File: config.mk
export PLATFORM = sky130hd
export DESIGN_NAME = coc_cfg
export DESIGN_NICKNAME = d
export VERILOG_FILES = /design/src/design/coc_pkg.sv /design/src/design/coc_cfg.sv
export SDC_FILE = /design/constraint.sdc
export NUM_CORES = 1
export LEC_CHECK = 0
export ABC_AREA = 1
export BUFFER_PORTS_ARGS = -buffer_cell sky130_fd_sc_hd__buf_4
export CAP_MARGIN = 20
export CELL_PAD_IN_SITES_DETAIL_PLACEMENT = 0
export CELL_PAD_IN_SITES_GLOBAL_PLACEMENT = 1
export CORE_ASPECT_RATIO = 0.5
export CORE_UTILIZATION = 41
export CTS_BUF_LIST = sky130_fd_sc_hd__clkbuf_4 sky130_fd_sc_hd__clkbuf_8
export DETAILED_ROUTE_END_ITERATION = 16
export PLACE_DENSITY = 0.94
export SKIP_CTS_REPAIR_TIMING = 1
export SYNTH_ARGS = -nofsm -noshare
export SYNTH_HDL_FRONTEND = slang
export SYNTH_SLANG_ARGS = --single-unit
export TNS_END_PERCENT = 20
File: constraint.sdc
create_clock -name clk_i -period 2.06 [get_ports clk_i]
set_clock_uncertainty 0.1 [all_clocks]
set_input_delay 0 -clock clk_i [delete_from_list [all_inputs] [get_ports clk_i]]
set_output_delay 0 -clock clk_i [all_outputs]
set_load 0.02 [all_outputs]
File: src/design/coc_pkg.sv
`timescale 1ns / 1ps

package coc_pkg;

  // Default store depth and screen extent.
  localparam int unsigned SHAPE_WORDS_DEF = 4096;
  localparam int unsigned COORD_MAX_DEF   = 4096;

  // Field widths.
  localparam int unsigned PIX_W      = 32;
  localparam int unsigned COORD_W    = 12;
  localparam int unsigned IDX_W      = 12;
  localparam int unsigned POS_W      = 13;
  localparam int unsigned DIFF_W     = 14;
  localparam int unsigned WIDTH_W    = 9;
  localparam int unsigned HEIGHT_W   = 10;
  localparam int unsigned PITCH_W    = 11;
  localparam int unsigned KIND_W     = 2;
  localparam int unsigned CFG_IDX_W  = 3;
  localparam int unsigned CFG_DATA_W = 13;

  // Byte address into the shape store before wrapping.
  localparam int unsigned BYTE_AW = 21;

  // Pixel constants.
  localparam logic [PIX_W-1:0] RGB_MASK     = 32'h00FF_FFFF;
  localparam logic [PIX_W-1:0] ALPHA_OPAQUE = 32'hFF00_0000;
  localparam logic [PIX_W-1:0] ALL_ONES     = 32'hFFFF_FFFF;

  typedef enum logic [CFG_IDX_W-1:0] {
    CFG_CURSOR_LEFT      = 3'd0,
    CFG_CURSOR_TOP       = 3'd1,
    CFG_SHAPE_WIDTH      = 3'd2,
    CFG_SHAPE_HEIGHT_RAW = 3'd3,
    CFG_SHAPE_PITCH      = 3'd4,
    CFG_SHAPE_KIND       = 3'd5,
    CFG_CURSOR_ENABLE    = 3'd6
  } cfg_idx_e;

  typedef enum logic [KIND_W-1:0] {
    KIND_COLOR  = 2'd0,
    KIND_MASKED = 2'd1,
    KIND_MONO   = 2'd2
  } shape_kind_e;

  typedef enum logic {
    MODE_PIXEL = 1'b0,
    MODE_WRITE = 1'b1
  } item_mode_e;

  // Configuration register file contents.
  typedef struct packed {
    logic [POS_W-1:0]    cursor_left;
    logic [POS_W-1:0]    cursor_top;
    logic [WIDTH_W-1:0]  shape_width;
    logic [HEIGHT_W-1:0] shape_height_raw;
    logic [PITCH_W-1:0]  shape_pitch;
    logic [KIND_W-1:0]   shape_kind;
    logic                cursor_enable;
  } cfg_t;

  // Byte lanes of the two shape words used by monochrome shapes.
  typedef struct packed {
    logic [1:0] lane_a;
    logic [1:0] lane_b;
  } lanes_t;

endpackage

File: src/design/coc_cfg.sv
`timescale 1ns / 1ps

module coc_cfg (
  input  logic                            clk_i,
  input  logic                            rst_ni,
  input  logic                            we_i,
  input  logic [coc_pkg::CFG_IDX_W-1:0]   idx_i,
  input  logic [coc_pkg::CFG_DATA_W-1:0]  data_i,
  output coc_pkg::cfg_t                   cfg_o
);
  import coc_pkg::*;

  cfg_t cfg_q;

  // Register writes; an index past the list is dropped.
  always_ff @(posedge clk_i or negedge rst_ni) begin
    if (!rst_ni) begin
      cfg_q <= '0;
    end else if (we_i) begin
      unique case (idx_i)
        CFG_CURSOR_LEFT:      cfg_q.cursor_left      <= data_i[POS_W-1:0];
        CFG_CURSOR_TOP:       cfg_q.cursor_top       <= data_i[POS_W-1:0];
        CFG_SHAPE_WIDTH:      cfg_q.shape_width      <= data_i[WIDTH_W-1:0];
        CFG_SHAPE_HEIGHT_RAW: cfg_q.shape_height_raw <= data_i[HEIGHT_W-1:0];
        CFG_SHAPE_PITCH:      cfg_q.shape_pitch      <= data_i[PITCH_W-1:0];
        CFG_SHAPE_KIND:       cfg_q.shape_kind       <= data_i[KIND_W-1:0];
        CFG_CURSOR_ENABLE:    cfg_q.cursor_enable    <= data_i[0];
        default: ;
      endcase
    end
  end

  assign cfg_o = cfg_q;

endmodule

==> impl_results.md <==
- Worst Max-Slew Pin Slew: 747 ps
- Htree depth: 3
- Int Pwr: 2.44 mW
- Final Util: 0.614
- Synthesized cell area: 2400 um^2
- Peak supply drop: 0.529 mV
- Max_slew headroom: 0.502
- Ratio of cells with drive above 1 in the final layout: 0.283
- Fin. max-slew vios: 0
- Core footprint: 5560 um^2
- Routed Antenna Nets: 0
- Post-synthesis sequential area ratio: 0.616
- Largest fanout on the critical path: 13
- Clock root buffer: clkbuf_8
- GRT Residual Overflow: 0
- Avg Vias per Cell: 4.86
- RSZ-0062 raised after global routing: no
- Reg area: 1480 um^2
- Port bufs: 77
- Fin crit share: 0.799
- Nets: 388
- Maximum number of pins on one net before global-route repair: 60
- Pwr dens: 1050 nW/um^2
- Combinational share of power: 0.274
- Rows: 19
- WL/cell: 14.8 um
- Static Leakage: 1.89 nW
- YS warnings: 0
- Critical Path RT: 2180 ps
- Area delta synth->final: 42.5%
- Max Fclk: 607 MHz
- Switching power: 1.15 mW
- Longest Clk Path Bufs: 2
- Chip Height: 56.1 um
- Via count: 2173
- CP Class: input port to flop
- Worst flop-to-flop path startpoint: cfg_o[12]$_DFFE_PN0P_
- Setup Viol. Count Final: 0
- Gate Count Post-Synth: 271
- GPL Wtd Cong: 0.766
- Sw Share: 0.320
- Initial Utilization: 0.431
- Reg2Reg Capture Point: cfg_o[12]$_DFFE_PN0P_
- Net Count, Synth: 290
- Setup tns final: 0 ps
- Crit path arrival time: 1760 ps
- Seq pwr share: 0.422
- N_diodes: 0
- CTS tree: yes
- Yosys cell types: 11
- Chip width: 110 um
- Hold Path Class: input port to asynchronous set/reset pin
- Clock sinks: 59
- Worst setup SP type: input port
- R2R setup slack: 1310 ps
- Mapped Avg Cell Area: 8.84 um^2
- Final Hold Viols: 0
- Drt initial violations: 118
- #FFs+latches synth: 59
- # IOs: 78
- Die area: 6170 um^2
- Antenna violations before repair: 0
- Number of global-route vias before repair: 2029
- Drt drc: 0
- Status: complete, no violations
- Drt total wl: 6630 um
- R2R cell count: 2
- Max Cap Viol: 0
- TritonCTS Buffers: 9
- Largest register FFs: 59
- Pre-antenna DRT Iters: 6
- Clk Latency, worst-skew pair: 330 ps
- Setup crit end kind: flop
- Fill cells: 474
- First-pass GRT wire length: 10400 um
- Clock network fraction of total power: 0.304
- Gr usage total: 0.232
- DP Wirelength: 4310 um
- Multi-input logic area: 822 um^2
- Fin crit period: 1650 ps
- Clk slew on worst S/H paths: 60 ps
[cells by family (layout without fill, tap and decap cells)]
family	after synthesis	count (layout)	share of synthesized area
buffers and inverters	18	121	0.0407
DFF	59	59	0.616
and+or+nand+nor	194	194	0.343
[cell usage in the layout, fill, tap and decap left out]
cell	count
buf_4	81
inv_2	1
dfrtp_1	59
nor2_1	1
clkbuf_8	12
bufinv_16	1
dlygate4sd3_1	18
nand3_1	47
nand2_2	3
clkinvlp_4	1
nor2_2	2
nand2_1	138
nor2_4	3
inv_1	5
clkinv_2	2
[cell usage after synthesis]
library cell  instances  area share
buf_4                 6       0.019
nand2_1             138        0.22
dfrtp_1              59        0.62
inv_1                 5      0.0078
inv_2                 1      0.0016
nor2_4                3       0.014
buf_2                 6       0.013
nand3_1              47       0.098
nand2_2               3      0.0078
nor2_1                1      0.0016
nor2_2                2      0.0052
[per-stage QoR]
stage	cells	setup WS [ps]	power, mW	instance area, um^2	hold slack [ps]
after floorplan	271	1280	1.99	2400	-396
after global placement	413	772	2.47	3020	-9.69
after detailed placement	413	696	2.49	3020	15.9
after CTS	429	1040	3.60	3230	-354
after global routing	447	243	3.77	3410	224
final	447	413	3.59	3410	166
[power by group through the flow]
stage	Clock, mW	Sequential, mW	Combinational [mW]
final	1.09	1.51	0.983
after global routing	1.17	1.53	1.07
after CTS	1.12	1.51	0.964
after detailed placement	0	1.53	0.961
after global placement	0	1.52	0.941
after floorplan	0	1.78	0.215
[routing by layer]
layer | track usage | vias to the layer above | wire length [um]
met4 | 0.0602 | 0 | 105
met3 | 0.0785 | 11 | 496
met2 | 0.354 | 82 | 3220
met1 | 0.318 | 1029 | 2810
met5 | 0 | - | 0
li1 | - | 1051 | -
[worst max path at each step]
stage                           from               endpoint  slack [ps]  cells past startpoint
3_3_place_gp                idx_i[2]  cfg_o[56]$_DFFE_PN0P_         770                      5
6_report                        we_i  cfg_o[54]$_DFFE_PN0P_         410                      7
2_1_floorplan  cfg_o[14]$_DFFE_PN0P_  cfg_o[14]$_DFFE_PN0P_        1280                      2
4_1_cts        cfg_o[47]$_DFFE_PN0P_              cfg_o[47]        1040                      1
3_5_place_dp                idx_i[2]  cfg_o[53]$_DFFE_PN0P_         700                      5
5_1_grt                         we_i  cfg_o[57]$_DFFE_PN0P_         240                      7
[layout make-up]
class,instances,area share
well taps,73,0.0268
clock inverters,4,0.0139
flip-flops and latches,59,0.433
inverters,6,0.00660
clock buffers,12,0.0484
multi-input cells,194,0.241
repair buffers,99,0.231
[worst max-delay path, stage by stage]
cell and delay (ps):
dlygate4sd3_1 570, buf_4 140, inv_1 40, nor2_2 390
nand2_1 410, nand2_1 160, nand2_1 50
No activity file was read; power rests on OpenSTA's default activity.
