**src/design/coc_pkg.sv**
```systemverilog
`timescale 1ns / 1ps

package coc_pkg;

  // Default store depth and screen extent.
  localparam int unsigned SHAPE_WORDS_DEF = 4096;
  localparam int unsigned COORD_MAX_DEF   = 4096;

  // Field widths.
  localparam int unsigned PIX_W      = 32;
  localparam int unsigned COORD_W    = 12;
  localparam int unsigned IDX_W      = 12;
  localparam int unsigned POS_W      = 13;
  localparam int unsigned DIFF_W     = 14;
  localparam int unsigned WIDTH_W    = 9;
  localparam int unsigned HEIGHT_W   = 10;
  localparam int unsigned PITCH_W    = 11;
  localparam int unsigned KIND_W     = 2;
  localparam int unsigned CFG_IDX_W  = 3;
  localparam int unsigned CFG_DATA_W = 13;

  // Byte address into the shape store before wrapping.
  localparam int unsigned BYTE_AW = 21;

  // Pixel constants.
  localparam logic [PIX_W-1:0] RGB_MASK     = 32'h00FF_FFFF;
  localparam logic [PIX_W-1:0] ALPHA_OPAQUE = 32'hFF00_0000;
  localparam logic [PIX_W-1:0] ALL_ONES     = 32'hFFFF_FFFF;

  typedef enum logic [CFG_IDX_W-1:0] {
    CFG_CURSOR_LEFT      = 3'd0,
    CFG_CURSOR_TOP       = 3'd1,
    CFG_SHAPE_WIDTH      = 3'd2,
    CFG_SHAPE_HEIGHT_RAW = 3'd3,
    CFG_SHAPE_PITCH      = 3'd4,
    CFG_SHAPE_KIND       = 3'd5,
    CFG_CURSOR_ENABLE    = 3'd6
  } cfg_idx_e;

  typedef enum logic [KIND_W-1:0] {
    KIND_COLOR  = 2'd0,
    KIND_MASKED = 2'd1,
    KIND_MONO   = 2'd2
  } shape_kind_e;

  typedef enum logic {
    MODE_PIXEL = 1'b0,
    MODE_WRITE = 1'b1
  } item_mode_e;

  // Configuration register file contents.
  typedef struct packed {
    logic [POS_W-1:0]    cursor_left;
    logic [POS_W-1:0]    cursor_top;
    logic [WIDTH_W-1:0]  shape_width;
    logic [HEIGHT_W-1:0] shape_height_raw;
    logic [PITCH_W-1:0]  shape_pitch;
    logic [KIND_W-1:0]   shape_kind;
    logic                cursor_enable;
  } cfg_t;

  // Byte lanes of the two shape words used by monochrome shapes.
  typedef struct packed {
    logic [1:0] lane_a;
    logic [1:0] lane_b;
  } lanes_t;

endpackage

```
**src/design/coc_blend.sv**
```systemverilog
`timescale 1ns / 1ps

module coc_blend (
  input  logic [coc_pkg::KIND_W-1:0] kind_i,
  input  logic                       hit_i,
  input  logic [coc_pkg::PIX_W-1:0]  screen_i,
  input  logic [coc_pkg::PIX_W-1:0]  word_a_i,
  input  logic [coc_pkg::PIX_W-1:0]  word_b_i,
  input  coc_pkg::lanes_t            lanes_i,
  input  logic [2:0]                 col_i,
  output logic [coc_pkg::PIX_W-1:0]  pixel_o
);
  import coc_pkg::*;

  logic [7:0] byte_a;
  logic [7:0] byte_b;
  logic       and_bit;
  logic       xor_bit;

  // Monochrome bits are stored most significant first within a byte.
  assign byte_a  = word_a_i[{lanes_i.lane_a, 3'b000} +: 8];
  assign byte_b  = word_b_i[{lanes_i.lane_b, 3'b000} +: 8];
  assign and_bit = byte_a[~col_i];
  assign xor_bit = byte_b[~col_i];

  // Blend by shape kind; pixels outside the cursor pass through.
  always_comb begin
    pixel_o = screen_i;
    if (hit_i) begin
      case (kind_i)
        KIND_COLOR: begin
          if (word_a_i[PIX_W-1]) begin
            pixel_o = word_a_i;
          end
        end
        KIND_MASKED: begin
          if (!word_a_i[PIX_W-1]) begin
            pixel_o = (word_a_i & RGB_MASK) | ALPHA_OPAQUE;
          end else begin
            pixel_o = screen_i ^ (word_a_i & RGB_MASK);
          end
        end
        KIND_MONO: begin
          pixel_o = (screen_i & (and_bit ? ALL_ONES : ALPHA_OPAQUE))
                    ^ (xor_bit ? RGB_MASK : '0);
        end
        default: ;
      endcase
    end
  end

endmodule

```
**config.mk**
```make
export PLATFORM = sky130hd
export DESIGN_NAME = coc_blend
export DESIGN_NICKNAME = d
export VERILOG_FILES = /design/src/design/coc_pkg.sv /design/src/design/coc_blend.sv
export SDC_FILE = /design/constraint.sdc
export NUM_CORES = 1
export LEC_CHECK = 0
export BUFFER_PORTS_ARGS = -buffer_cell sky130_fd_sc_hd__buf_2
export CORE_AREA = 2 2 113 71
export DETAILED_ROUTE_END_ITERATION = 10
export DIE_AREA = 0 0 115 73
export GPL_TIMING_DRIVEN = 0
export PLACE_DENSITY_LB_ADDON = 0.25
export SLEW_MARGIN = 10
export SYNTH_ARGS = -nofsm -noshare
export SYNTH_HDL_FRONTEND = slang
export SYNTH_SLANG_ARGS = --single-unit
```
**constraint.sdc**
```tcl
create_clock -name vclk -period 2.9
set_input_delay 0.29 -clock vclk [all_inputs]
set_output_delay 0.29 -clock vclk [all_outputs]
set_load 0.05 [all_outputs]
```
==> reports/qor_table.md, run 1 <==
| Group | Quantity | Reported |
|:---|:---|:---|
| outcome | Run status | finished, final reports clean |
| worst hold path | Classification of the worst-slack hold path | primary input to primary output |
| logic synthesis | Most numerous cell in the Yosys netlist | sky130_fd_sc_hd__nor2_1 |
| floorplanning | Number of rows in the core area | 25 |
| layout | Register area | 0 um^2 |
| global routing | Total global routing overflow | 0 |
| global routing | Global-route wire length before repair | 17.0 mm |
| timing | Fmax | 357 MHz |
| logic synthesis | Leading cell types by count after synthesis | 89 x sky130_fd_sc_hd__nor2_1, 56 x sky130_fd_sc_hd__a21oi_1, 55 x sky130_fd_sc_hd__mux2i_1 |
| routing | Aggregate routed wire length | 11.2 mm |
| floorplanning | Area enclosed by the die boundary | 8400 um^2 |
| global routing | Total Routing Usage GR | 25.0% |
| critical path | Crit-path slowest cell | sky130_fd_sc_hd__o311ai_4 |
| layout | Post-Layout Inst Area | 3540 um^2 |
| power and ir drop | Logic pwr share | 100.0% |
| logic synthesis | Gate count of the mapped netlist | 443 |
| timing | Final worst setup slack | 99.5 ps |
| critical path | Worst Path Arrival | 2510 ps |
| timing | Pins Over Slew Limit | 0 |
| routing | DRC violation count after routing | 0 |
| routing | Final routed wire length divided by cell count | 16.6 um |
| global routing | Largest net degree at the start of global routing | 11 |
| job | Number of max-capacitance violations reported | 0 |
| routing | Drt via density | 5.90 |
| critical path | Biggest cell delay along the critical path | 370 ps |
| placement | Final GP Congestion | 0.929 |
| placement | Area of placed instances | 3440 um^2 |
| timing | Final critical path time including I/O delays and setup | 2800 ps |
| critical path | Required time worst endpoint | 2610 ps |
| layout | Sequential cells | 0 |
| critical path | Critical path fanouts, max | 10 |
| timing | Worst relative slew slack | 57.9% |
| layout | Area growth from synthesis to layout | 39.4% |
| layout | Area of the multi-input gates | 2490 um^2 |
| timing | Final TNS setup | 0 ps |
| timing | Finish-stage setup viols | 0 |
| floorplanning | Die width | 115 um |
| logic synthesis | Net Count, Synth | 549 |
| placement | Count of buffers from port buffering | 133 |
| logic synthesis | Avg Inst Size Synth | 5.73 um^2 |
| power and ir drop | Leakage Power | 0.00157 uW |
| placement | Pre-CTS WS | -254 ps |
| logic synthesis | Sequential area share after synthesis | 0% |
| logic synthesis | Dominant cell type by area after synthesis | sky130_fd_sc_hd__mux2i_1 |
| critical path | Critical Path Start Type | primary input |
| power and ir drop | Net switching power of the design | 569 uW |
| floorplanning | Floorplan Core Area | 7510 um^2 |
| critical path | Critical-path cell list | buf_6, buf_4, mux2i_1, nand2_1, and3_1, a31oi_4, nand2_1, o311ai_4, buf_6, a211oi_2, buf_2 |
| power and ir drop | Cell Pwr Density | 244 nW/um^2 |
| routing | First-pass iteration count of the detailed router | 5 |
| power and ir drop | Switching Share | 65.9% |
| power and ir drop | Internal power component | 294 uW |
| layout | Fillers | 812 |
| layout | Net count reported at finish | 690 |
| critical path | Crit Path Category | primary input to primary output |
| power and ir drop | IR drop worst, VDD | 0.131 mV |
| floorplanning | Vertical extent of the die | 73 um |
| logic synthesis | Number of warning messages in the yosys log | 0 |
| timing | Actual transition at the worst max-transition pin | 632 ps |
| timing | Fin. Hold Viols | 0 |
| routing | Vias post-DR | 3,987 |
| cts | Number of buffers added to fix hold violations after cts | 0 |
| layout | Share of final-layout standard cells stronger than drive strength 1 | 33.0% |
| logic synthesis | Number of distinct library cells after synthesis | 29 |
| timing | Setup repair after global routing missed its margin | false |
| placement | Post-DP HPWL | 8.93 mm |
| global routing | Via count of the first global-routing pass | 3,473 |
| routing | Final antenna-violating net count | 0 |
| layout | Clock Buffer Count | 0 |
| global routing | Antenna violations before repair | 0 |
| power and ir drop | Sequential fraction of design power | 0% |
| power and ir drop | Clock power share | 0% |
| timing | Final worst-path cycle share | 96.6% |
| floorplanning | Starting Density | 33.8% |
| logic synthesis | Yosys top cell area share | 21.7% |
| layout | N_diodes | 0 |
| logic synthesis | Top post-synthesis cells by area | sky130_fd_sc_hd__mux2i_1 22%, sky130_fd_sc_hd__nor2_1 13%, sky130_fd_sc_hd__a21oi_1 11% |
| routing | DR iter-0 viols | 553 |
| logic synthesis | Synthesized area | 2540 um^2 |
| floorplanning | Number of placed I/O pins | 138 |
| critical path | CP endpoint kind | primary output |
[critical path, delay by kind of cell]
family / cells / cell delay (ps)
buffers and inverters: 4 / 780
AOI/OAI and AO/OA: 3 / 780
and+or+nand+nor: 3 / 390
muxes: 1 / 250
[final cells by class]
cell class / count / share of cell area, %
buffer: 37 / 5.58
inverter: 1 / 0.106
multi-input combinational: 405 / 70.4
tap: 94 / 3.32
timing repair buffer: 139 / 20.6
[cells in the final DEF, fill, tap and decap left out, types with 2 or more instances in the layout]
| cell | instances |
|---|---|
| sky130_fd_sc_hd__clkbuf_1 | 15 |
| sky130_fd_sc_hd__clkbuf_2 | 9 |
| sky130_fd_sc_hd__a211oi_2 | 24 |
| sky130_fd_sc_hd__clkbuf_4 | 6 |
| sky130_fd_sc_hd__nor2b_1 | 3 |
| sky130_fd_sc_hd__a22oi_1 | 12 |
| sky130_fd_sc_hd__mux2i_1 | 54 |
| sky130_fd_sc_hd__a31oi_1 | 3 |
| sky130_fd_sc_hd__buf_2 | 131 |
| sky130_fd_sc_hd__a21oi_1 | 56 |
| sky130_fd_sc_hd__buf_6 | 4 |
| sky130_fd_sc_hd__nor2_1 | 88 |
| sky130_fd_sc_hd__a31oi_4 | 2 |
| sky130_fd_sc_hd__o22ai_1 | 25 |
| sky130_fd_sc_hd__nand2b_1 | 3 |
| sky130_fd_sc_hd__o21ai_0 | 31 |
| sky130_fd_sc_hd__nand3_1 | 49 |
| sky130_fd_sc_hd__nand2_1 | 41 |
| sky130_fd_sc_hd__buf_4 | 10 |
[stage by stage]
stage	utilization, %	hold WS (ps)	total power [uW]	instances
final	47.2	1000	863	676
after global routing	47.2	1030	927	676
after CTS	46.5	1000	840	675
after detailed placement	45.9	998	823	670
after global placement	45.9	1000	809	670
after floorplan	-	838	575	443
[timing repair]
action,CTS,global route
gates resized for setup,2,33
endpoints found under the setup margin,21,23
pin swaps,2,1
setup buffers,5,1
[final timing paths]
path,cells past startpoint,startpoint,slack (ps),to
max,11,lanes_i[1],100,pixel_o[3]
min,3,screen_i[31],1000,pixel_o[31]
[layer usage]
metal | GRT usage (%) | vias up | wire, um
met5 | 0 | - | 0
met4 | 3.08 | 0 | 47
met3 | 3.24 | 8 | 1310
met2 | 38.6 | 265 | 4690
met1 | 37.9 | 1800 | 5190
li1 | - | 1914 | -
[power groups by stage]
stage / Combinational [uW] / Sequential [uW] / Clock [uW]
finish: 863 / 0 / 0
global route: 927 / 0 / 0
CTS: 840 / 0 / 0
detailed placement: 823 / 0 / 0
global placement: 809 / 0 / 0
floorplan: 575 / 0 / 0
[cell families (layout without fill, tap and decap cells)]
logic type                after synthesis  after routing  synth area share (%)
and+or+nand+nor                       189            189                  31.5
AOI/OAI and AO/OA                     159            159                  38.9
muxes                                  56             56                  22.1
buffers and inverters                  38            177                  7.14
xor gates and xnor gates                1              1                 0.345
Note: power is estimated with default switching activity, not from simulation.
==> inputs of run 2 (changes only) <==
--- a/config.mk
+++ b/config.mk
@@ -11,6 +11,7 @@
 export DIE_AREA = 0 0 115 73
 export GPL_TIMING_DRIVEN = 0
 export PLACE_DENSITY_LB_ADDON = 0.25
+export SETUP_SLACK_MARGIN = 0.1
 export SLEW_MARGIN = 10
 export SYNTH_ARGS = -nofsm -noshare
 export SYNTH_HDL_FRONTEND = slang
==> reports/qor_table.md, run 2 (same netlist as run 1, synthesis figures left out) <==
| Group | Quantity | Reported |
|:---|:---|:---|
| floorplanning | Area enclosed by the die boundary | 8400 um^2 |
| power and ir drop | Net switching power of the design | 573 uW |
| critical path | Worst Path Buf+Inv | 5 |
| placement | Final GP Congestion | 0.929 |
| routing | Vias post-DR | 4,039 |
| global routing | Total Routing Usage GR | 25.0% |
| power and ir drop | Sequential fraction of design power | 0% |
| global routing | Largest net degree at the start of global routing | 11 |
| critical path | Cell repeated most along the worst path | sky130_fd_sc_hd__buf_4 |
| critical path | Critical-path cell list | buf_2, buf_6, mux2i_2, a22oi_1, nand3_1, o21ai_1, o2bb2ai_2, buf_4, buf_4, nor2_1, a211oi_2, clkbuf_4 |
| critical path | Crit-path slowest cell | sky130_fd_sc_hd__o2bb2ai_2 |
| timing | Actual transition at the worst max-transition pin | 596 ps |
| layout | Register area | 0 um^2 |
| layout | Area growth from synthesis to layout | 41.6% |
| layout | Highest-count cells in the layout ignoring fill and taps | 127 x sky130_fd_sc_hd__buf_2, 88 x sky130_fd_sc_hd__nor2_1, 56 x sky130_fd_sc_hd__a21oi_1 |
| critical path | Crit Path Category | primary input to primary output |
| power and ir drop | Leakage Power | 0.00160 uW |
| critical path | Worst Path Arrival | 2430 ps |
| global routing | Global-route wire length before repair | 17.1 mm |
| power and ir drop | IR drop worst, VDD | 0.134 mV |
| critical path | Critical Path Start Type | primary input |
| global routing | Antenna violations before repair | 0 |
| placement | Area of placed instances | 3440 um^2 |
| placement | Cells after DPL | 670 |
| outcome | Run status | finished, final reports clean |
| timing | Finish-stage setup viols | 0 |
| timing | Fmax | 367 MHz |
| floorplanning | Number of placed I/O pins | 138 |
| power and ir drop | Logic pwr share | 100.0% |
| layout | Post-Layout Inst Area | 3600 um^2 |
| placement | Post-DP HPWL | 8.93 mm |
| power and ir drop | Final Power | 882 uW |
| floorplanning | Die width | 115 um |
| routing | First-pass iteration count of the detailed router | 5 |
| timing | Final critical path time including I/O delays and setup | 2720 ps |
| floorplanning | Floorplan Core Area | 7510 um^2 |
| global routing | Via count of the first global-routing pass | 3,471 |
| layout | Most common library cell in the layout ignoring fill and taps | sky130_fd_sc_hd__buf_2 |
| layout | Share of final-layout standard cells stronger than drive strength 1 | 33.7% |
| timing | Pins Over Slew Limit | 0 |
| routing | Final routed wire length divided by cell count | 16.6 um |
| routing | DRC violation count after routing | 0 |
| power and ir drop | Cell Pwr Density | 245 nW/um^2 |
| floorplanning | Number of rows in the core area | 25 |
| timing | Final worst-path cycle share | 93.9% |
| layout | Final instance count without filler cells | 681 |
| worst hold path | Classification of the worst-slack hold path | primary input to primary output |
| layout | N_diodes | 0 |
| floorplanning | Vertical extent of the die | 73 um |
| critical path | CP endpoint kind | primary output |
| critical path | Biggest cell delay along the critical path | 310 ps |
| timing | Fin. Hold Viols | 0 |
| placement | Count of buffers from port buffering | 133 |
| routing | Aggregate routed wire length | 11.3 mm |
| power and ir drop | Clock power share | 0% |
| floorplanning | Starting Density | 33.8% |
| layout | Fillers | 809 |
| global routing | Total global routing overflow | 0 |
| routing | Drt via density | 5.93 |
| timing | Worst relative slew slack | 60.3% |
| routing | Final antenna-violating net count | 0 |
| placement | Pre-CTS WS | -254 ps |
| critical path | Required time worst endpoint | 2610 ps |
| timing | Final worst setup slack | 177 ps |
| job | Number of max-capacitance violations reported | 0 |
| critical path | Critical path fanouts, max | 10 |
| layout | Clock Buffer Count | 0 |
| power and ir drop | Internal power component | 309 uW |
| power and ir drop | Switching Share | 65.0% |
| critical path | Top Family by Delay on Critical Path | buffers and inverters |
| layout | Net count reported at finish | 695 |
| timing | Setup repair after global routing missed its margin | false |
| layout | Sequential cells | 0 |
| routing | DR iter-0 viols | 533 |
## run 2: changes by cell type in the layout (fill, tap and decap cells not counted), sizes merged
cell / before / now
buf: 146 / 153
clkbuf: 30 / 28
## run 2: path summary, 6_finish.rpt
check	start	endpoint	depth (start not counted)
worst max-delay path	lanes_i[3]	pixel_o[0]	12
worst min-delay path	screen_i[31]	pixel_o[31]	3
## run 2: area by class of cell
type	instances	area [um^2]	share of cell area [%]
Inverter	1	3.75	0.104
Multi-Input combinational cell	405	2500	69.5
Buffer	37	200	5.57
Tap cell	94	118	3.27
Timing Repair Buffer	144	776	21.6
## run 2: metal layers
| metal | global-route usage (%) | wire length (um) | vias to the layer above |
|---|---|---|---|
| li1 | - | - | 1927 |
| met1 | 38.0 | 5170 | 1842 |
| met2 | 39.0 | 4760 | 256 |
| met3 | 2.91 | 1330 | 14 |
| met4 | 2.54 | 41 | 0 |
| met5 | 0 | 0 | - |
## run 2: what timing repair did
action	4_1_cts	5_1_grt
gates resized for setup	15	22
setup buffers	7	4
gates cloned	0	0
hold buffers	0	0
endpoints found under the setup margin	24	24
pin swaps	2	1
## run 2: power groups by stage
stage	clock, uW	combinational, uW	sequential, uW
after global placement	0	809	0
after CTS	0	856	0
final	0	882	0
after floorplan	0	575	0
after detailed placement	0	823	0
after global routing	0	945	0
## run 2: per-stage QoR
stage / setup TNS [ps] / utilization (%) / hold WS, ps
6_report: 0 / 47.9 / 1010
5_1_grt: 0 / 47.9 / 1030
4_1_cts: 0 / 47.1 / 1000
3_5_place_dp: -4100 / 45.9 / 998
3_3_place_gp: -3610 / 45.9 / 1000
2_1_floorplan: 0 / - / 838
## run 2: worst min-delay path, stage by stage
cell,delay [ps]
sky130_fd_sc_hd__buf_2,80
sky130_fd_sc_hd__o21bai_1,90
sky130_fd_sc_hd__buf_2,260
