$ cat src/design/coc_pkg.sv
`timescale 1ns / 1ps

package coc_pkg;

  // Default store depth and screen extent.
  localparam int unsigned SHAPE_WORDS_DEF = 4096;
  localparam int unsigned COORD_MAX_DEF   = 4096;

  // Field widths.
  localparam int unsigned PIX_W      = 32;
  localparam int unsigned COORD_W    = 12;
  localparam int unsigned IDX_W      = 12;
  localparam int unsigned POS_W      = 13;
  localparam int unsigned DIFF_W     = 14;
  localparam int unsigned WIDTH_W    = 9;
  localparam int unsigned HEIGHT_W   = 10;
  localparam int unsigned PITCH_W    = 11;
  localparam int unsigned KIND_W     = 2;
  localparam int unsigned CFG_IDX_W  = 3;
  localparam int unsigned CFG_DATA_W = 13;

  // Byte address into the shape store before wrapping.
  localparam int unsigned BYTE_AW = 21;

  // Pixel constants.
  localparam logic [PIX_W-1:0] RGB_MASK     = 32'h00FF_FFFF;
  localparam logic [PIX_W-1:0] ALPHA_OPAQUE = 32'hFF00_0000;
  localparam logic [PIX_W-1:0] ALL_ONES     = 32'hFFFF_FFFF;

  typedef enum logic [CFG_IDX_W-1:0] {
    CFG_CURSOR_LEFT      = 3'd0,
    CFG_CURSOR_TOP       = 3'd1,
    CFG_SHAPE_WIDTH      = 3'd2,
    CFG_SHAPE_HEIGHT_RAW = 3'd3,
    CFG_SHAPE_PITCH      = 3'd4,
    CFG_SHAPE_KIND       = 3'd5,
    CFG_CURSOR_ENABLE    = 3'd6
  } cfg_idx_e;

  typedef enum logic [KIND_W-1:0] {
    KIND_COLOR  = 2'd0,
    KIND_MASKED = 2'd1,
    KIND_MONO   = 2'd2
  } shape_kind_e;

  typedef enum logic {
    MODE_PIXEL = 1'b0,
    MODE_WRITE = 1'b1
  } item_mode_e;

  // Configuration register file contents.
  typedef struct packed {
    logic [POS_W-1:0]    cursor_left;
    logic [POS_W-1:0]    cursor_top;
    logic [WIDTH_W-1:0]  shape_width;
    logic [HEIGHT_W-1:0] shape_height_raw;
    logic [PITCH_W-1:0]  shape_pitch;
    logic [KIND_W-1:0]   shape_kind;
    logic                cursor_enable;
  } cfg_t;

  // Byte lanes of the two shape words used by monochrome shapes.
  typedef struct packed {
    logic [1:0] lane_a;
    logic [1:0] lane_b;
  } lanes_t;

endpackage

$ cat src/design/coc_addr.sv
`timescale 1ns / 1ps

module coc_addr #(
  parameter int unsigned SHAPE_WORDS = coc_pkg::SHAPE_WORDS_DEF
) (
  input  coc_pkg::cfg_t                   cfg_i,
  input  logic [coc_pkg::WIDTH_W-1:0]     col_i,
  input  logic [coc_pkg::HEIGHT_W-1:0]    row_i,
  output logic [$clog2(SHAPE_WORDS)-1:0]  addr_a_o,
  output logic [$clog2(SHAPE_WORDS)-1:0]  addr_b_o,
  output coc_pkg::lanes_t                 lanes_o
);
  import coc_pkg::*;

  localparam int unsigned AW = $clog2(SHAPE_WORDS);

  logic                  mono;
  logic [PITCH_W-1:0]    row_stride;
  logic [HEIGHT_W-2:0]   half_height;
  logic [BYTE_AW-1:0]    row_base;
  logic [BYTE_AW-1:0]    plane_offset;
  logic [BYTE_AW-1:0]    color_word;
  logic [BYTE_AW-1:0]    and_byte;
  logic [BYTE_AW-1:0]    xor_byte;

  // Color shapes step in words, monochrome planes in bytes.
  assign mono        = (cfg_i.shape_kind == KIND_MONO);
  assign row_stride  = mono ? cfg_i.shape_pitch : {2'b00, cfg_i.shape_pitch[PITCH_W-1:2]};
  assign half_height = cfg_i.shape_height_raw[HEIGHT_W-1:1];

  // Row base and the distance from the AND plane to the XOR plane.
  assign row_base     = BYTE_AW'(row_i) * BYTE_AW'(row_stride);
  assign plane_offset = BYTE_AW'(half_height) * BYTE_AW'(cfg_i.shape_pitch);

  assign color_word = row_base + BYTE_AW'(col_i);
  assign and_byte   = row_base + BYTE_AW'(col_i[WIDTH_W-1:3]);
  assign xor_byte   = and_byte + plane_offset;

  // Store addresses wrap at the store depth.
  assign addr_a_o = mono ? and_byte[AW+1:2] : color_word[AW-1:0];
  assign addr_b_o = xor_byte[AW+1:2];

  assign lanes_o.lane_a = and_byte[1:0];
  assign lanes_o.lane_b = xor_byte[1:0];

endmodule

$ cat config.mk
export PLATFORM = sky130hd
export DESIGN_NAME = coc_addr
export DESIGN_NICKNAME = d
export VERILOG_FILES = /design/src/design/coc_pkg.sv /design/src/design/coc_addr.sv
export SDC_FILE = /design/constraint.sdc
export NUM_CORES = 1
export LEC_CHECK = 0
export BUFFER_PORTS_ARGS = -buffer_cell sky130_fd_sc_hd__buf_2
export CAP_MARGIN = 20
export CELL_PAD_IN_SITES_DETAIL_PLACEMENT = 0
export CELL_PAD_IN_SITES_GLOBAL_PLACEMENT = 1
export CORE_MARGIN = 1.5
export CORE_UTILIZATION = 31
export DETAILED_ROUTE_END_ITERATION = 10
export PLACE_DENSITY_LB_ADDON = 0.1
export RECOVER_POWER = 100
export SKIP_LAST_GASP = 1
export SLEW_MARGIN = 20
export SYNTH_ARGS = -nofsm -noshare
export SYNTH_HDL_FRONTEND = slang
export SYNTH_SLANG_ARGS = --single-unit
$ cat constraint.sdc
create_clock -name vclk -period 21.2
set_clock_uncertainty 0.05 [all_clocks]
set_input_delay 3.18 -clock vclk [all_inputs]
set_output_delay 3.18 -clock vclk [all_outputs]
set_load 0.02 [all_outputs]
==> qor.yml, run 1 <==
outcome:
  status: "finished clean"
layout:
  synthToLayoutAreaGrowth_pct: 8.11
  seqCellArea_um2: 0
  n_fill_cell: 2151
  design.seq.count: 0
  drive_above_1_share_pct: 8.02
  clkbuf_count: 0
  nets: 1055
hold_path:
  min-delay-start: "col_i[0]"
  worstHoldPathType: "in2out"
  whs_endpoint: "addr_a_o[0]"
  min_path_cells: 5
routing:
  vias_per_cell: 4.58
  drtPass1Iterations: 4
  num_vias: 4817
  wl_met2_um: 7680
  drtIter0Drc: 126
  routedWlPerCell_um: 15.4
  wl_met3_um: 402
  drc: 0
  wirelength_um: 16200
  antenna_left: 0
  wl_met1_um: 8010
  routed.top_layer: "met4"
synth:
  syn-cell-area_um2: 6280
  ys_top_cells_by_area: "fa_1 36%, ha_1 15%, inv_1 7.8%, and2_1 7.7%, nand2_1 6.9%"
  ys_types: 52
  synth_top_area_share_pct: 36.0
  synthCells: 742
  syn-num-nets: 1009
  ys_seq_area_share_pct: 0
  post_synth.cell_area_avg_um2: 8.46
  yosysTopAreaCell: "fa_1"
  yosys_warnings: 0
die:
  die-area_um2: 21100
  io_pins: 106
  fp-row-count: 51
  die_y_um: 145
  start_util_pct: 32.0
  die_x_um: 145
  fp.coreArea_um2: 19700
global_route:
  grt_max_degree: 25
  grt_usage_pct: 15.7
  antenna_found_initial: 1
  grt_overflow_total: 0
  grt_pass1_wl_um: 27100
  grt_pass1_vias: 5202
timing:
  slew_headroom_pct: 31.9
  finalSetupViolCount: 0
  rsz0062_at_grt: "no"
  hold_violations: 0
  fmax_mhz: 67.7
  totalNegativeSetupSlack_ns: 0
  finalMaxSlewViolations: 0
  period_needed_ns: 14.77
  worstMarginPinSlew_ns: 1.01
  post-route-period-util_pct: 69.7
setup_path:
  startpoint_type: "input pin"
  endpoint_kind: "primary output"
  cp_max_fo: 24
  crit_path_top_delay_cell: "o311ai_0"
  crit_buf_inv: 5
  crit_type: "in2out"
  required_ns: 17.97
  cpLargestDelayFamily: "adder cells"
  crit_path_frequent_cell: "fa_1"
  max_stage_delay_ns: 0.84
  worstPathArrival_ns: 11.54
place:
  io_buffers: 69
  gp_congestion: 0.780
  hpwlAfterDp_um: 13900
clock_tree:
  hold_buffers: 0
  post_cts_buffers: 0
  cts_resized: 0
flow_run:
  drv_cap: 0
## layout by cell type, fill, tap and decap left out, drive strengths merged, types with 2 or more instances in the layout
cell type,netlist,final
a21o,9,9
a21oi,30,30
a221oi,2,2
and2,77,77
and2b,2,2
and3,4,4
buf,6,47
clkbuf,19,22
fa,113,113
ha,76,76
inv,131,131
mux2,6,6
nand2,119,119
nand2b,4,4
nand3,10,10
nor2,15,15
nor2b,5,5
nor3,3,3
nor3b,3,3
o2111ai,4,4
o21a,4,4
o21ai,9,9
o21bai,10,10
o31ai,2,2
xnor2,44,44
xor2,20,20
## final cells by class
class	instances	area, um^2	share of cell area (%)
antenna	1	2.50	0.0369
inverter	131	492	7.24
multi-input combinational	586	5650	83.2
tap	265	332	4.88
timing repair buffer	69	318	4.68
## worst min-delay path, cell delays in order
cell,delay (ns)
buf_2,0.08
ha_1,0.13
nand2_1,0.05
nand2_1,0.05
buf_2,0.15
## through the flow
stage | cells | instance area (um^2) | utilization, % | hold WS, ns | setup WS [ns]
4_1_cts | 1051 | 6850 | 34.8 | 6.79 | 6.59
3_3_place_gp | 1051 | 6850 | 34.8 | 6.77 | 6.65
6_report | 1052 | 6790 | 34.5 | 6.77 | 6.43
2_1_floorplan | 742 | 6280 | - | 6.54 | 7.92
5_1_grt | 1051 | 6790 | 34.5 | 6.80 | 5.59
3_5_place_dp | 1051 | 6850 | 34.8 | 6.79 | 6.61
## cell usage after synthesis, types with 3 or more instances
| library cell | instances |
|---|---|
| nand3_1 | 10 |
| xor2_1 | 18 |
| o21ai_0 | 8 |
| a21o_1 | 9 |
| ha_1 | 76 |
| clkbuf_1 | 19 |
| a21oi_1 | 30 |
| o21bai_1 | 9 |
| fa_1 | 113 |
| and2_1 | 77 |
| inv_1 | 131 |
| o2111ai_1 | 3 |
| o21a_1 | 4 |
| mux2_4 | 3 |
| nor2b_1 | 5 |
| xnor2_1 | 44 |
| buf_2 | 3 |
| nor3b_1 | 3 |
| mux2_2 | 3 |
| nor2_1 | 15 |
| and3_1 | 4 |
| nand2_1 | 116 |
| nand2b_1 | 3 |
## kinds of logic (layout without fill, tap and decap cells)
| kind of cell | Yosys count | count (layout) | synth area share (%) |
|---|---|---|---|
| AO/OA/AOI/OAI | 78 | 78 | 8.61 |
| XOR/XNOR | 65 | 65 | 9.52 |
| adder cells (fa/ha/maj) | 189 | 189 | 51.2 |
| buffers and inverters | 156 | 200 | 9.62 |
| multiplexers | 7 | 7 | 1.41 |
| other | 0 | 1 | 0 |
| AND/OR/NAND/NOR | 247 | 247 | 19.7 |
## routing by layer
metal  GRT usage, %  vias up
met5              0        -
met4          0.663        0
met3          0.784       10
met2           27.7       80
met1           22.4     2341
li1               -     2386
## worst max-delay path by stage
stage / slack (ns) / endpoint / start / cells past startpoint
3_5_place_dp: 6.61 / addr_b_o[11] / cfg_i[1] / 29
6_report: 6.43 / addr_b_o[11] / cfg_i[1] / 29
4_1_cts: 6.59 / addr_b_o[11] / cfg_i[1] / 29
5_1_grt: 5.59 / addr_b_o[11] / cfg_i[1] / 29
3_3_place_gp: 6.65 / addr_b_o[11] / cfg_i[1] / 29
2_1_floorplan: 7.92 / addr_b_o[11] / cfg_i[1] / 29
Power of run 1 is left out: the tool's default activity adds up to more than one toggle a clock period on the data nets, which glitch-free logic cannot reach.
==> run 2: changes to the inputs <==
==> constraint.sdc (replaced) <==
create_clock -name vclk -period 14
set_clock_uncertainty 0.05 [all_clocks]
set_input_delay 2.1 -clock vclk [all_inputs]
set_output_delay 2.1 -clock vclk [all_outputs]
set_load 0.02 [all_outputs]
==> qor.yml, run 2 (synthesis gave the netlist of run 1 again) <==
setup_path:
  crit_path_top_delay_cell: "o311ai_0"
  worst_setup_path_endpoint: "addr_b_o[11]"
  required_ns: 11.85  # -6.12 ns
  crit_path_frequent_cell: "fa_1"
  max_stage_delay_ns: 0.87  # +0.03 ns
  startpoint_type: "input pin"
  worstPathArrival_ns: 10.53  # -1.01 ns
  critical_path.startpoint: "cfg_i[1]"
  crit_type: "in2out"
  cp_max_fo: 24  # unchanged
  endpoint_kind: "primary output"
layout:
  stdcell_count: 1052  # unchanged
  clkbuf_count: 0  # unchanged
  drive_above_1_share_pct: 8.14  # +0.13 points
  seqCellArea_um2: 0  # unchanged
  synthToLayoutAreaGrowth_pct: 8.13  # about the same
  nets: 1055  # unchanged
  design.seq.count: 0  # unchanged
  final_cell_mix: "131 x inv_1, 116 x nand2_1, 113 x fa_1"
  final_common_cell: "inv_1"
  n_fill_cell: 2189  # +1.8%
  final_cell_area_um2: 6790  # about the same
timing:
  hold_violations: 0  # unchanged
  post-route-period-util_pct: 90.5
  totalNegativeSetupSlack_ns: 0  # unchanged
  period_needed_ns: 12.68
  slew_headroom_pct: 28.8  # -3.1 points
  finalMaxSlewViolations: 0  # unchanged
  worstMarginPinSlew_ns: 1.05  # +0.0453 ns
  fmax_mhz: 78.9
  holdWs_ns: 4.60  # -2.17 ns
  finalSetupViolCount: 0  # unchanged
  rsz0062_at_grt: "no"
clock_tree:
  post_cts_buffers: 0  # unchanged
  cts_resized: 0  # unchanged
  hold_buffers: 0  # unchanged
place:
  io_buffers: 69  # unchanged
  gp_congestion: 0.775  # -0.70%
  placed_area_um2: 6850  # unchanged
  hpwlAfterDp_um: 13700  # -1.6%
  placed_cells: 1051  # unchanged
routing:
  antenna_left: 0  # unchanged
  drc: 0  # unchanged
  drtPass1Iterations: 4  # unchanged
  vias_per_cell: 4.59  # +0.27%
  drtIter0Drc: 143  # +13%
  wirelength_um: 16100  # -0.52%
  routedWlPerCell_um: 15.3  # -0.52%
  num_vias: 4830  # +0.27%
flow_run:
  drv_cap: 0  # unchanged
die:
  fp-row-count: 51  # unchanged
  die_x_um: 145  # unchanged
  start_util_pct: 32.0  # unchanged
  io_pins: 106  # unchanged
  die-area_um2: 21100  # unchanged
  die_y_um: 145  # unchanged
  fp.coreArea_um2: 19700  # unchanged
outcome:
  status: "finished clean"
hold_path:
  worstHoldPathType: "in2out"
global_route:
  grt_pass1_vias: 5133  # -1.3%
  antenna_found_initial: 0  # -1
  grt_pass1_wl_um: 27000  # -0.33%
  grt_overflow_total: 0  # unchanged
  grt_usage_pct: 15.6  # -0.099 points
  grt_max_degree: 25  # unchanged
-- run 2: cell count changes in the layout (fill, tap and decap cells not counted), sizes merged --
cell,delta
buf,+1
clkbuf,-1
-- run 2: area by class of cell --
type	instances	area (um^2)	share of cell area, %
diodes	1	2.50	0.0368
inverters	131	492	7.24
multi-input cells	586	5650	83.1
well taps	265	332	4.88
repair buffers	69	319	4.70
-- run 2: through the flow --
stage | util [%] | setup slack (ns)
finish | 34.6 | 1.32
global route | 34.5 | 0.617
CTS | 34.8 | 1.65
detailed placement | 34.8 | 1.65
global placement | 34.8 | 1.61
floorplan | - | 2.88
-- run 2: worst min path at each step --
stage | slack, ns | start | endpoint | cells past startpoint
2_1_floorplan | 4.38 | col_i[3] | lanes_o[2] | 1
3_3_place_gp | 4.61 | col_i[3] | lanes_o[2] | 3
3_5_place_dp | 4.61 | col_i[0] | addr_a_o[0] | 5
4_1_cts | 4.61 | col_i[0] | addr_a_o[0] | 5
5_1_grt | 4.64 | col_i[3] | lanes_o[2] | 3
6_report | 4.60 | col_i[3] | lanes_o[2] | 3
-- run 2: layer usage --
metal | vias to the layer above | part of all wire (%) | global-route usage, %
met1 | 2354 | 50 | 22.6
li1 | 2379 | - | -
met3 | 6 | 3.1 | 0.721
met5 | - | 0 | 0
met2 | 91 | 46 | 26.9
met4 | 0 | 1.0 | 1.28
-- run 2: worst max-delay path: cells and delay by family --
kind	cells	cell delay, ns
AOI/OAI and AO/OA	6	2.08
xor gates and xnor gates	3	0.73
adders and majority gates	8	3.58
buffers and inverters	5	0.49
and+or+nand+nor	7	1.52
Power of run 2 is left out for the same reason.
==> run 3: changes to the inputs <==
--- a/config.mk
+++ b/config.mk
@@ -10,7 +10,7 @@
 export CELL_PAD_IN_SITES_DETAIL_PLACEMENT = 0
 export CELL_PAD_IN_SITES_GLOBAL_PLACEMENT = 1
 export CORE_MARGIN = 1.5
-export CORE_UTILIZATION = 31
+export CORE_UTILIZATION = 30
 export DETAILED_ROUTE_END_ITERATION = 10
 export PLACE_DENSITY_LB_ADDON = 0.1
 export RECOVER_POWER = 100
==> qor.yml, run 3 (synthesis gave the netlist of run 1 again) <==
die:
  io_pins: 106  # unchanged
  die_x_um: 148  # +1.6%
  die-area_um2: 21800  # +3.3%
  fp.coreArea_um2: 20400  # +3.6%
  fp-row-count: 52  # +2.0%
  start_util_pct: 30.8  # -1.1 points
  die_y_um: 148  # +1.6%
routing:
  vias_per_cell: 4.67  # +1.7%
  drtPass1Iterations: 5  # +1
  wirelength_um: 15700  # -2.5%
  antenna_left: 0  # unchanged
  num_vias: 4929  # +2.0%
  drtIter0Drc: 179  # +25%
  drc: 0  # unchanged
  routedWlPerCell_um: 14.9  # -2.9%
timing:
  slew_headroom_pct: 36.7  # +7.9 points
  totalNegativeSetupSlack_ns: 0  # unchanged
  period_needed_ns: 12.64  # -0.0300 ns
  fmax_mhz: 79.1  # +0.24%
  finalSetupViolCount: 0  # unchanged
  hold_violations: 0  # unchanged
  finalMaxSlewViolations: 0  # unchanged
  rsz0062_at_grt: "no"
  holdWs_ns: 4.58  # -0.0257 ns
  post-route-period-util_pct: 90.3  # -0.21 points
  worstMarginPinSlew_ns: 0.926  # -0.129 ns
layout:
  nets: 1055  # unchanged
  n_antenna_cell: 0  # -1
  drive_above_1_share_pct: 8.02  # -0.13 points
  synthToLayoutAreaGrowth_pct: 8.27
  stdcell_count: 1056  # +0.38%
  design.seq.count: 0  # unchanged
  clkbuf_count: 0  # unchanged
  finish.utilization_pct: 33.4  # -1.2 points
  final_cell_mix: "131 x inv_1, 116 x nand2_1, 113 x fa_1"
  seqCellArea_um2: 0  # unchanged
  final_common_cell: "inv_1"
  n_fill_cell: 2194  # +0.23%
setup_path:
  crit_buf_inv: 5  # unchanged
  required_ns: 11.85  # about the same
  startpoint_type: "input pin"
  cpLargestDelayFamily: "adder cells"
  crit_type: "in2out"
  max_stage_delay_ns: 0.78  # -0.09 ns
  crit_path_top_delay_cell: "and2b_1"
  endpoint_kind: "primary output"
  worstPathArrival_ns: 10.49  # -0.04 ns
  cp_max_fo: 24  # unchanged
  crit_path_frequent_cell: "fa_1"
clock_tree:
  post_cts_buffers: 0  # unchanged
  cts_resized: 0  # unchanged
  hold_buffers: 0  # unchanged
outcome:
  status: "finished clean"
place:
  io_buffers: 69  # unchanged
  gp_congestion: 0.797  # +2.8%
  hpwlAfterDp_um: 13700  # +0.54%
  placed_cells: 1056  # +0.48%
hold_path:
  worstHoldPathType: "in2out"
global_route:
  grt_max_degree: 25  # unchanged
  grt_pass1_vias: 5083  # -0.97%
  antenna_found_initial: 0  # unchanged
  grt_usage_pct: 14.8  # -0.83 points
  grt_pass1_wl_um: 26100  # -3.4%
  grt_overflow_total: 0  # unchanged
flow_run:
  drv_cap: 0  # unchanged
==> run 3: cell types whose count changed in the layout (fill, tap and decap cells not counted), sizes merged <==
cell	before	now
clkbuf	21	22
buf	48	47
diode	1	0
==> run 3: final timing paths <==
path | start | end | slack, ns | depth (start not counted)
max | cfg_i[1] | addr_b_o[11] | 1.36 | 29
min | col_i[3] | lanes_o[2] | 4.58 | 3
==> run 3: cell type report <==
| cell class | count | area (um^2) | share of cell area [%] |
|---|---|---|---|
| multi-input combinational | 586 | 5650 | 83.1 |
| tap | 270 | 338 | 4.97 |
| timing repair buffer | 69 | 318 | 4.67 |
| inverter | 131 | 492 | 7.23 |
==> run 3: metal layers <==
layer	up-vias	track usage [%]	share of wire, %	routed length (um)
li1	2389	-	-	-
met1	2442	22.3	49	7730
met2	96	24.7	46	7230
met3	2	0.648	4.4	683
met4	0	0.400	0.32	51
met5	-	0	0	0
==> run 3: through the flow <==
step	cell area, um^2	worst slack (ns)
final	6800	1.36
after global routing	6800	0.695
after CTS	6850	1.54
after detailed placement	6850	1.55
after global placement	6850	1.56
after floorplan	6280	2.88
Power of run 3 is left out for the same reason.
